**src/rtl/sha1_digest_top_macros.svh**
```systemverilog
// assertion macros used by the sha1 digest core
`ifndef SHA1_DIGEST_TOP_MACROS_SVH
`define SHA1_DIGEST_TOP_MACROS_SVH

// same-cycle implication, sampled on clk, off during rst
`define SHA1D_ASSERT_IMPL(lbl, ante, cons, msg) \
  lbl: assert property (@(posedge clk) disable iff (rst) (ante) |-> (cons)) else $error(msg);

// next-cycle implication, sampled on clk, off during rst
`define SHA1D_ASSERT_NEXT(lbl, ante, cons, msg) \
  lbl: assert property (@(posedge clk) disable iff (rst) (ante) |=> (cons)) else $error(msg);

`endif

```
**src/rtl/sha1d_pkg.sv**
```systemverilog
// types, constants and round helpers for the sha1 digest block
package sha1d_pkg;

  // input transfer payload
  typedef struct packed {
    logic [31:0] message_word;
    logic [2:0]  byte_count;
    logic        last_word;
  } in_t;

  // output transfer payload
  typedef struct packed {
    logic [31:0] digest_0;
    logic [31:0] digest_1;
    logic [31:0] digest_2;
    logic [31:0] digest_3;
    logic [31:0] digest_4;
  } out_t;

  // classified word as it travels through the queue
  typedef struct packed {
    logic [31:0] word;       // masked and padded when short
    logic [5:0]  add_bits;   // message bits this word adds
    logic        last;
    logic        need_mark;  // full last word: pad word still to come
  } entry_t;

  // back-end sequencer states
  typedef enum logic [2:0] {
    ST_IDLE,
    ST_MARK,
    ST_FILL,
    ST_LEN_LO,
    ST_COMPRESS,
    ST_UPDATE,
    ST_DONE
  } state_t;

  localparam logic [31:0] K0 = 32'h5a82_7999;
  localparam logic [31:0] K1 = 32'h6ed9_eba1;
  localparam logic [31:0] K2 = 32'h8f1b_bcdc;
  localparam logic [31:0] K3 = 32'hca62_c1d6;

  localparam logic [31:0] H0_INIT = 32'h6745_2301;
  localparam logic [31:0] H1_INIT = 32'hefcd_ab89;
  localparam logic [31:0] H2_INIT = 32'h98ba_dcfe;
  localparam logic [31:0] H3_INIT = 32'h1032_5476;
  localparam logic [31:0] H4_INIT = 32'hc3d2_e1f0;

  localparam logic [7:0]  PAD_BYTE   = 8'h80;
  localparam logic [31:0] PAD_WORD   = {PAD_BYTE, 24'h00_0000};
  localparam logic [3:0]  LEN_SLOT   = 4'd14;   // 448 bits into the block
  localparam logic [3:0]  LAST_SLOT  = 4'd15;
  localparam logic [6:0]  LAST_ROUND = 7'd79;
  localparam logic [5:0]  FULL_BITS  = 6'd32;

  // round-dependent boolean function
  function automatic logic [31:0] round_f(input logic [6:0] t, input logic [31:0] b,
                                          input logic [31:0] c, input logic [31:0] d);
    logic [31:0] f;
    if (t < 7'd20) begin
      f = (b & c) ^ (~b & d);
    end else if (t < 7'd40) begin
      f = b ^ c ^ d;
    end else if (t < 7'd60) begin
      f = (b & c) ^ (b & d) ^ (c & d);
    end else begin
      f = b ^ c ^ d;
    end
    return f;
  endfunction

  // round-dependent additive constant
  function automatic logic [31:0] round_k(input logic [6:0] t);
    logic [31:0] k;
    if (t < 7'd20) begin
      k = K0;
    end else if (t < 7'd40) begin
      k = K1;
    end else if (t < 7'd60) begin
      k = K2;
    end else begin
      k = K3;
    end
    return k;
  endfunction

endpackage

```
**src/rtl/sha1d_front.sv**
```systemverilog
// front end: saturates the count, masks and pads a short last word
module sha1d_front (
  input  sha1d_pkg::in_t    item,
  output sha1d_pkg::entry_t entry
);

  logic        short_word;
  logic [31:0] keep_mask;
  logic [31:0] pad_bits;

  // byte mask and pad position for a partial last word
  always_comb begin
    case (item.byte_count[1:0])
      2'd0: begin
        keep_mask = 32'h0000_0000;
        pad_bits  = {sha1d_pkg::PAD_BYTE, 24'h00_0000};
      end
      2'd1: begin
        keep_mask = 32'hff00_0000;
        pad_bits  = {8'h00, sha1d_pkg::PAD_BYTE, 16'h0000};
      end
      2'd2: begin
        keep_mask = 32'hffff_0000;
        pad_bits  = {16'h0000, sha1d_pkg::PAD_BYTE, 8'h00};
      end
      2'd3: begin
        keep_mask = 32'hffff_ff00;
        pad_bits  = {24'h00_0000, sha1d_pkg::PAD_BYTE};
      end
      default: begin
        keep_mask = 32'hffff_ffff;
        pad_bits  = 32'h0000_0000;
      end
    endcase
  end

  // counts of four and above, and every non-last word, are full words
  assign short_word = item.last_word && (item.byte_count < 3'd4);

  // classified queue entry
  always_comb begin
    entry.last      = item.last_word;
    entry.need_mark = item.last_word && !short_word;
    if (short_word) begin
      entry.word     = (item.message_word & keep_mask) | pad_bits;
      entry.add_bits = {1'b0, item.byte_count[1:0], 3'b000};
    end else begin
      entry.word     = item.message_word;
      entry.add_bits = sha1d_pkg::FULL_BITS;
    end
  end

endmodule

```
**src/rtl/sha1d_fifo.sv**
```systemverilog
// small queue of classified words between the front and back ends
module sha1d_fifo #(
  parameter int DEPTH = 4
) (
  input  logic              clk,
  input  logic              rst,
  input  logic              push_valid,
  output logic              push_ready,
  input  sha1d_pkg::entry_t push_data,
  output logic              pop_valid,
  input  logic              pop_ready,
  output sha1d_pkg::entry_t pop_data
);

  localparam int PTR_W = (DEPTH > 1) ? $clog2(DEPTH) : 1;
  localparam int CNT_W = $clog2(DEPTH + 1);
  localparam logic [PTR_W-1:0] LAST_PTR = PTR_W'(DEPTH - 1);
  localparam logic [CNT_W-1:0] FULL_CNT = CNT_W'(DEPTH);

  sha1d_pkg::entry_t slots [DEPTH];
  logic [PTR_W-1:0]  wr_ptr;
  logic [PTR_W-1:0]  rd_ptr;
  logic [CNT_W-1:0]  fill;
  logic              do_push;
  logic              do_pop;

  assign push_ready = (fill != FULL_CNT);
  assign pop_valid  = (fill != '0);
  assign pop_data   = slots[rd_ptr];
  assign do_push    = push_valid && push_ready;
  assign do_pop     = pop_valid && pop_ready;

  // pointers and fill level
  always_ff @(posedge clk) begin
    if (rst) begin
      wr_ptr <= '0;
      rd_ptr <= '0;
      fill   <= '0;
    end else begin
      if (do_push) begin
        wr_ptr <= (wr_ptr == LAST_PTR) ? '0 : wr_ptr + 1'b1;
      end
      if (do_pop) begin
        rd_ptr <= (rd_ptr == LAST_PTR) ? '0 : rd_ptr + 1'b1;
      end
      if (do_push && !do_pop) begin
        fill <= fill + 1'b1;
      end else if (do_pop && !do_push) begin
        fill <= fill - 1'b1;
      end
    end
  end

  // entry storage
  always_ff @(posedge clk) begin
    if (do_push) begin
      slots[wr_ptr] <= push_data;
    end
  end

endmodule

```
**src/rtl/sha1d_core.sv**
```systemverilog
// back end: block assembly, padding, 80-round compression and digest output
`include "sha1_digest_top_macros.svh"

module sha1d_core (
  input  logic              clk,
  input  logic              rst,
  input  logic              pop_valid,
  output logic              pop_ready,
  input  sha1d_pkg::entry_t pop_data,
  output logic              out_valid,
  input  logic              out_ready,
  output sha1d_pkg::out_t   out_data
);

  sha1d_pkg::state_t state;
  sha1d_pkg::state_t state_next;
  sha1d_pkg::state_t resume;
  sha1d_pkg::state_t resume_next;
  sha1d_pkg::state_t follow;

  logic [3:0]  pos;
  logic [6:0]  round;
  logic [63:0] bit_length;
  logic [31:0] hash [5];
  logic [31:0] w [16];
  logic [31:0] a, b, c, d, e;

  logic        push;
  logic [31:0] push_word;
  logic        wrap;
  logic        load_out;
  logic [31:0] sched_word;
  logic [31:0] round_sum;

  // per-state control: which word enters the window, queue pop, output load
  always_comb begin
    push      = 1'b0;
    push_word = '0;
    pop_ready = 1'b0;
    load_out  = 1'b0;
    case (state)
      sha1d_pkg::ST_IDLE: begin
        pop_ready = 1'b1;
        push      = pop_valid;
        push_word = pop_data.word;
      end
      sha1d_pkg::ST_MARK: begin
        push      = 1'b1;
        push_word = sha1d_pkg::PAD_WORD;
      end
      sha1d_pkg::ST_FILL: begin
        push      = 1'b1;
        push_word = (pos == sha1d_pkg::LEN_SLOT) ? bit_length[63:32] : '0;
      end
      sha1d_pkg::ST_LEN_LO: begin
        push      = 1'b1;
        push_word = bit_length[31:0];
      end
      sha1d_pkg::ST_DONE: begin
        load_out = !out_valid || out_ready;
      end
      default: begin
        push = 1'b0;
      end
    endcase
  end

  assign wrap = push && (pos == sha1d_pkg::LAST_SLOT);

  // next state; a full block detours through compression and comes back
  always_comb begin
    follow      = state;
    state_next  = state;
    resume_next = resume;
    case (state)
      sha1d_pkg::ST_IDLE: begin
        if (pop_valid) begin
          if (!pop_data.last) begin
            follow = sha1d_pkg::ST_IDLE;
          end else if (pop_data.need_mark) begin
            follow = sha1d_pkg::ST_MARK;
          end else begin
            follow = sha1d_pkg::ST_FILL;
          end
        end
      end
      sha1d_pkg::ST_MARK: begin
        follow = sha1d_pkg::ST_FILL;
      end
      sha1d_pkg::ST_FILL: begin
        follow = (pos == sha1d_pkg::LEN_SLOT) ? sha1d_pkg::ST_LEN_LO : sha1d_pkg::ST_FILL;
      end
      sha1d_pkg::ST_LEN_LO: begin
        follow = sha1d_pkg::ST_DONE;
      end
      default: begin
        follow = state;
      end
    endcase

    case (state)
      sha1d_pkg::ST_COMPRESS: begin
        if (round == sha1d_pkg::LAST_ROUND) begin
          state_next = sha1d_pkg::ST_UPDATE;
        end
      end
      sha1d_pkg::ST_UPDATE: begin
        state_next = resume;
      end
      sha1d_pkg::ST_DONE: begin
        if (load_out) begin
          state_next = sha1d_pkg::ST_IDLE;
        end
      end
      default: begin
        if (wrap) begin
          state_next  = sha1d_pkg::ST_COMPRESS;
          resume_next = follow;
        end else begin
          state_next = follow;
        end
      end
    endcase
  end

  // schedule expansion and round adder
  assign sched_word = {w[13][30:0] ^ w[8][30:0] ^ w[2][30:0] ^ w[0][30:0],
                       w[13][31] ^ w[8][31] ^ w[2][31] ^ w[0][31]};
  assign round_sum  = {a[26:0], a[31:27]} + sha1d_pkg::round_f(round, b, c, d) + e
                      + sha1d_pkg::round_k(round) + w[0];

  // control state, hash and length
  always_ff @(posedge clk) begin
    if (rst) begin
      state      <= sha1d_pkg::ST_IDLE;
      resume     <= sha1d_pkg::ST_IDLE;
      pos        <= '0;
      round      <= '0;
      bit_length <= '0;
      out_valid  <= 1'b0;
      hash[0]    <= sha1d_pkg::H0_INIT;
      hash[1]    <= sha1d_pkg::H1_INIT;
      hash[2]    <= sha1d_pkg::H2_INIT;
      hash[3]    <= sha1d_pkg::H3_INIT;
      hash[4]    <= sha1d_pkg::H4_INIT;
    end else begin
      state  <= state_next;
      resume <= resume_next;
      if (push) begin
        pos <= pos + 1'b1;
      end
      if (wrap) begin
        round <= '0;
      end else if (state == sha1d_pkg::ST_COMPRESS) begin
        round <= round + 1'b1;
      end
      if (pop_valid && pop_ready) begin
        bit_length <= bit_length + {58'd0, pop_data.add_bits};
      end
      if (state == sha1d_pkg::ST_UPDATE) begin
        hash[0] <= hash[0] + a;
        hash[1] <= hash[1] + b;
        hash[2] <= hash[2] + c;
        hash[3] <= hash[3] + d;
        hash[4] <= hash[4] + e;
      end
      // digest leaves; start the next message from the initial hash
      if (load_out) begin
        out_valid  <= 1'b1;
        bit_length <= '0;
        hash[0]    <= sha1d_pkg::H0_INIT;
        hash[1]    <= sha1d_pkg::H1_INIT;
        hash[2]    <= sha1d_pkg::H2_INIT;
        hash[3]    <= sha1d_pkg::H3_INIT;
        hash[4]    <= sha1d_pkg::H4_INIT;
      end else if (out_ready) begin
        out_valid <= 1'b0;
      end
    end
  end

  // message window, working variables and output register
  always_ff @(posedge clk) begin
    if (push) begin
      for (int i = 0; i < 15; i++) begin
        w[i] <= w[i+1];
      end
      w[15] <= push_word;
    end else if (state == sha1d_pkg::ST_COMPRESS) begin
      for (int i = 0; i < 15; i++) begin
        w[i] <= w[i+1];
      end
      w[15] <= sched_word;
    end
    if (wrap) begin
      a <= hash[0];
      b <= hash[1];
      c <= hash[2];
      d <= hash[3];
      e <= hash[4];
    end else if (state == sha1d_pkg::ST_COMPRESS) begin
      a <= round_sum;
      b <= a;
      c <= {b[1:0], b[31:2]};
      d <= c;
      e <= d;
    end
    if (load_out) begin
      out_data.digest_0 <= hash[0];
      out_data.digest_1 <= hash[1];
      out_data.digest_2 <= hash[2];
      out_data.digest_3 <= hash[3];
      out_data.digest_4 <= hash[4];
    end
  end

  // sequencer checks
  `SHA1D_ASSERT_IMPL(a_round_range, state == sha1d_pkg::ST_COMPRESS, round <= sha1d_pkg::LAST_ROUND, "round index past last round")
  `SHA1D_ASSERT_NEXT(a_round_end, (state == sha1d_pkg::ST_COMPRESS) && (round == sha1d_pkg::LAST_ROUND), state == sha1d_pkg::ST_UPDATE, "compression did not end with hash update")
  `SHA1D_ASSERT_IMPL(a_len_slot, state == sha1d_pkg::ST_LEN_LO, pos == sha1d_pkg::LAST_SLOT, "low length word not in last slot")
  `SHA1D_ASSERT_IMPL(a_block_aligned, (state == sha1d_pkg::ST_UPDATE) || (state == sha1d_pkg::ST_DONE) || (state == sha1d_pkg::ST_COMPRESS), pos == 4'd0, "block not aligned at compression")

endmodule

```
**src/rtl/sha1_digest_top.sv**
```systemverilog
// sha1 digest top level: front classifier, word queue, compression back end
//
// Input channel in_valid/in_ready/in_data carries one big-endian message word
// per transfer, with byte_count and last_word. Output channel
// out_valid/out_ready/out_data carries the five digest words, one transfer
// per message, produced only by a last word.
// Words enter a QUEUE_DEPTH-entry queue and the back end takes one per cycle
// into the 16-word window while it is idle; each full block then keeps it from
// taking words while the single round unit compresses and updates the hash.
// After the last word the back end writes padding and length one word per
// cycle, pausing while a block compresses, and compresses one or two more
// blocks.
// The digest sits in an output register; while out_ready is low it holds,
// the back end waits in its done state and the queue keeps taking words
// until it is full. The next message may start right behind a last word.
// Synchronous reset rst clears the queue, length and position, loads the
// initial hash and drops out_valid; no clearing pass is needed.
module sha1_digest_top #(
  parameter int QUEUE_DEPTH = 4
) (
  input  logic             clk,
  input  logic             rst,
  input  logic             in_valid,
  output logic             in_ready,
  input  sha1d_pkg::in_t   in_data,
  output logic             out_valid,
  input  logic             out_ready,
  output sha1d_pkg::out_t  out_data
);

  sha1d_pkg::entry_t front_entry;
  sha1d_pkg::entry_t queue_entry;
  logic              queue_valid;
  logic              queue_ready;

  // classify incoming words
  sha1d_front u_front (
    .item  (in_data),
    .entry (front_entry)
  );

  // decoupling queue
  sha1d_fifo #(
    .DEPTH (QUEUE_DEPTH)
  ) u_fifo (
    .clk        (clk),
    .rst        (rst),
    .push_valid (in_valid),
    .push_ready (in_ready),
    .push_data  (front_entry),
    .pop_valid  (queue_valid),
    .pop_ready  (queue_ready),
    .pop_data   (queue_entry)
  );

  // padding, compression and digest register
  sha1d_core u_core (
    .clk       (clk),
    .rst       (rst),
    .pop_valid (queue_valid),
    .pop_ready (queue_ready),
    .pop_data  (queue_entry),
    .out_valid (out_valid),
    .out_ready (out_ready),
    .out_data  (out_data)
  );

endmodule

```
**config.mk**
```make
export PLATFORM = sky130hd
export DESIGN_NAME = sha1_digest_top
export DESIGN_NICKNAME = d
export VERILOG_FILES = /design/src/rtl/sha1d_pkg.sv /design/src/rtl/sha1d_front.sv /design/src/rtl/sha1d_fifo.sv /design/src/rtl/sha1d_core.sv /design/src/rtl/sha1_digest_top.sv
export VERILOG_INCLUDE_DIRS = /design/src /design/src/rtl
export SDC_FILE = /design/constraint.sdc
export NUM_CORES = 2
export LEC_CHECK = 0
export BUFFER_PORTS_ARGS = -buffer_cell sky130_fd_sc_hd__clkbuf_2
export CORE_UTILIZATION = 35
export CTS_BUF_LIST = sky130_fd_sc_hd__clkbuf_4
export DETAILED_ROUTE_END_ITERATION = 10
export PLACE_DENSITY = 0.56
export SKIP_CTS_REPAIR_TIMING = 1
export SLEW_MARGIN = 30
export SYNTH_ARGS = -nofsm -noshare
export SYNTH_HDL_FRONTEND = slang
export SYNTH_SLANG_ARGS = --single-unit
```
**constraint.sdc**
```tcl
create_clock -name clk -period 17.1 [get_ports clk]
set_clock_uncertainty 0.2 [all_clocks]
set_input_delay 3.42 -clock clk [delete_from_list [all_inputs] [get_ports clk]]
set_output_delay 3.42 -clock clk [all_outputs]
set_load 0.005 [all_outputs]
```
==> impl_metrics.yaml <==
outcome:
  status: "completed"
yosys:
  syn_inst: 4198
  async_flop_share_pct: 0
  postSynthAreaPerCell_um2: 13.4
  synth_top_area_share_pct: 60.7
  synth_top_cell_by_area: "edfxtp_1"
  synthesis.nets: 4568
  syn-cell-area_mm2: 0.0564
  ys_ff_latch: 1228
  ys_types: 87
  synth_edf_count: 1140
  yosysMostFrequentCell: "edfxtp_1"
  synthFlopType: "edfxtp_1"
  synth_warnings: 0
  ys_top_cells_by_area: "edfxtp_1 (61%), ha_1 (4.5%), fa_1 (4.5%)"
  seq_area_frac_synth_pct: 63.8
  synth_common_cells: "edfxtp_1 (1140), nand2_1 (646), nor2_1 (239)"
drt:
  ant_nets: 0
  viasPerCell: 4.91
  drtIter0Drc: 2672
  wl_per_cell_um: 18.9
  drc_errors: 0
  drtPass1Iterations: 6
  wirelength_um: 133000
  vias: 34600
sta:
  hold_viol_final: 0
  fin_crit_sh_pct: 45.2
  worstMarginPinSlew_ns: 0.976
  clock.fmax_mhz: 129
  setup_viol: 0
  period_needed_ns: 7.74
  rsz0062_at_grt: "no"
  fin_setup_tns_ns: 0
  finalWorstSetupSlack_ns: 9.36
  maxSlewHeadroom_pct: 34.0
  drv_slew: 0
die:
  fp.dieH_um: 403
  io_pins: 202
  initial_utilization_pct: 35.4
  die_w_um: 403
  rows: 146
  core_mm2: 0.159
  design.die.area_mm2: 0.163
min_path:
  hp-start: "u_core.w[0][205]$_DFFE_PP_"
  hp-class: "flip-flop to flip-flop"
  holdPathStages: 0
  hold-path-endpoint: "u_core.w[0][173]$_DFFE_PP_"
clocking:
  insertion_delay_ns: 1.29
  clock_path_buffers: 4
  cts_max_level: 5
  cts.sinks: 1228
  clk_pin_slew_ns: 0.06
  cts_tree: "yes"
  cts_root_buf: "clkbuf_4"
  cts_made_buffers: 343
critical_path:
  reg2reg_from: "u_core.round[4]$_SDFFE_PP0P_"
  required_ns: 17.91
  worstSetupPathType: "flip-flop to flip-flop"
  ff2ff_setup_slack_ns: 9.36
  crit_start: "u_core.round[4]$_SDFFE_PP0P_"
  reg2regPathDepth: 24
  cp-start-kind: "flip-flop"
  critPathArrivalTime_ns: 8.55
  rr_endpoint: "u_core.a[29]$_DFFE_PP_"
  cp_max_fo: 35
  cp-end-kind: "flip-flop"
final_layout:
  layout-drive-gt1-share_pct: 17.6
  multiInputGateArea_mm2: 0.0192
  layout.cells.non_filler: 7049
  final_nets: 5035
  fillerInstances: 15100
  seqCellArea_mm2: 0.0360
  post-route-util_pct: 40.4
  syn2layout_area_growth_pct: 13.9
placement:
  place_ws_ns: 9.20
  portBuffers: 201
  dp.cells: 6465
  globalplace.congestion: 0.875
  hpwl_um: 92000
global_routing:
  first_global_vias: 34800
  grt_use_total_pct: 16.4
  grt_start_max_net_pins: 202
  grt_pass1_wl_um: 205000
  antenna_found_initial: 4
  grt-ovfl-total: 0
pwr:
  p_total_mw: 9.66
  p_leak_nw: 24.1
  power_density_mw_per_mm2: 151
  irDropWorstVdd_uv: 161
job:
  maxCapViolations: 0
-- state kept, by name (all words and copies together) (netlist names), named ones only --
register,cells
u_core.e,32
u_fifo.fill,3
u_core.pos,4
u_core.bit_length,61
u_core.out_valid,1
u_core.w,512
u_fifo.slots,148
u_core.b,32
u_core.round,7
u_core.c,32
u_core.resume,3
u_core.a,32
u_fifo.rd_ptr,2
u_fifo.wr_ptr,2
u_core.d,32
u_core.out_data,160
u_core.state,3
u_core.hash,160
-- how the worst max path moves through the flow --
stage | end | slack (ns)
6_report | u_core.a[29]$_DFFE_PP_ | 9.36
5_1_grt | u_core.a[29]$_DFFE_PP_ | 8.79
4_1_cts | u_core.a[29]$_DFFE_PP_ | 9.22
3_5_place_dp | u_core.a[29]$_DFFE_PP_ | 9.20
3_3_place_gp | u_core.a[29]$_DFFE_PP_ | 9.30
2_1_floorplan | u_core.w[0][0]$_DFFE_PP_ | 3.60
-- power by group --
| group | internal (mW) | leakage (nW) | switching, mW | total (mW) |
|---|---|---|---|---|
| combinational | 0.793 | 10.4 | 1.43 | 2.22 |
| sequential | 4.55 | 11.2 | 0.329 | 4.87 |
| clock | 1.37 | 2.48 | 1.19 | 2.57 |
-- logic make-up (layout without fill, tap and decap cells) --
kind of cell / count (synthesis) / after routing / share of synthesized area [%]
compound gates: 698 / 698 / 8.26
xor+xnor: 307 / 307 / 4.77
fa+ha+maj: 330 / 330 / 9.00
buf+inv: 334 / 1030 / 2.23
flops: 1228 / 1228 / 63.8
mux: 77 / 77 / 2.17
other cells: 0 / 9 / 0
simple gates: 1224 / 1224 / 9.72
-- metrics by stage --
| stage | hold WS, ns | instance area (um^2) |
|---|---|---|
| floorplan | 0.200 | 56400 |
| global placement | 0.200 | 60000 |
| detailed placement | 0.205 | 60000 |
| CTS | 0.135 | 64100 |
| global route | 0.167 | 64200 |
| finish | 0.142 | 64200 |
-- routing by layer --
metal / up-vias / global-route usage (%) / wire length (um)
met1: 16900 / 23.0 / 62100
li1: 16400 / - / -
met5: - / 0 / 0
met2: 1040 / 24.9 / 59900
met4: 0 / 6.05 / 3560
met3: 245 / 3.56 / 7800
-- critical path: stages (launching register included) --
cell,delay (ns)
dfxtp_1,0.38
a41oi_1,0.62
inv_1,0.38
nor2_1,0.31
inv_2,0.04
buf_4,0.26
nand2_1,0.18
buf_4,0.37
o221a_2,0.29
fa_1,0.44
fa_1,0.52
inv_1,0.05
fa_1,0.50
inv_1,0.04
ha_1,0.32
o21ai_0,0.10
a21oi_1,0.26
o22a_1,0.33
nand2_1,0.10
a221oi_1,0.64
nor4_1,0.14
o311ai_1,0.61
o31ai_1,0.15
xor2_1,0.15
o21ai_1,0.08
-- cell usage in the layout, fill, tap and decap left out, types with 34 or more instances in the layout --
master / instances
a21o_1: 119
a21oi_1: 173
and2_1: 34
clkbuf_2: 201
clkbuf_4: 507
clkinv_1: 56
dfxtp_1: 87
edfxtp_1: 1140
fa_1: 126
ha_1: 204
inv_1: 218
mux2i_1: 38
mux4_2: 36
nand2_1: 644
nand2b_1: 42
nand3_1: 41
nor2_1: 237
nor2b_1: 41
nor3_1: 46
o21a_1: 36
o21ai_0: 141
xnor2_1: 164
xor2_1: 143
-- area by class of cell --
class | instances | area share [%]
Sequential cell | 1228 | 56.1
Multi-Input combinational cell | 2636 | 29.9
Clock buffer | 507 | 5.93
Tap cell | 2146 | 4.18
Timing Repair Buffer | 236 | 2.08
Inverter | 220 | 1.29
Clock inverter | 67 | 0.503
Antenna cell | 9 | 0.0351
Note: power is estimated with default switching activity, not from simulation.
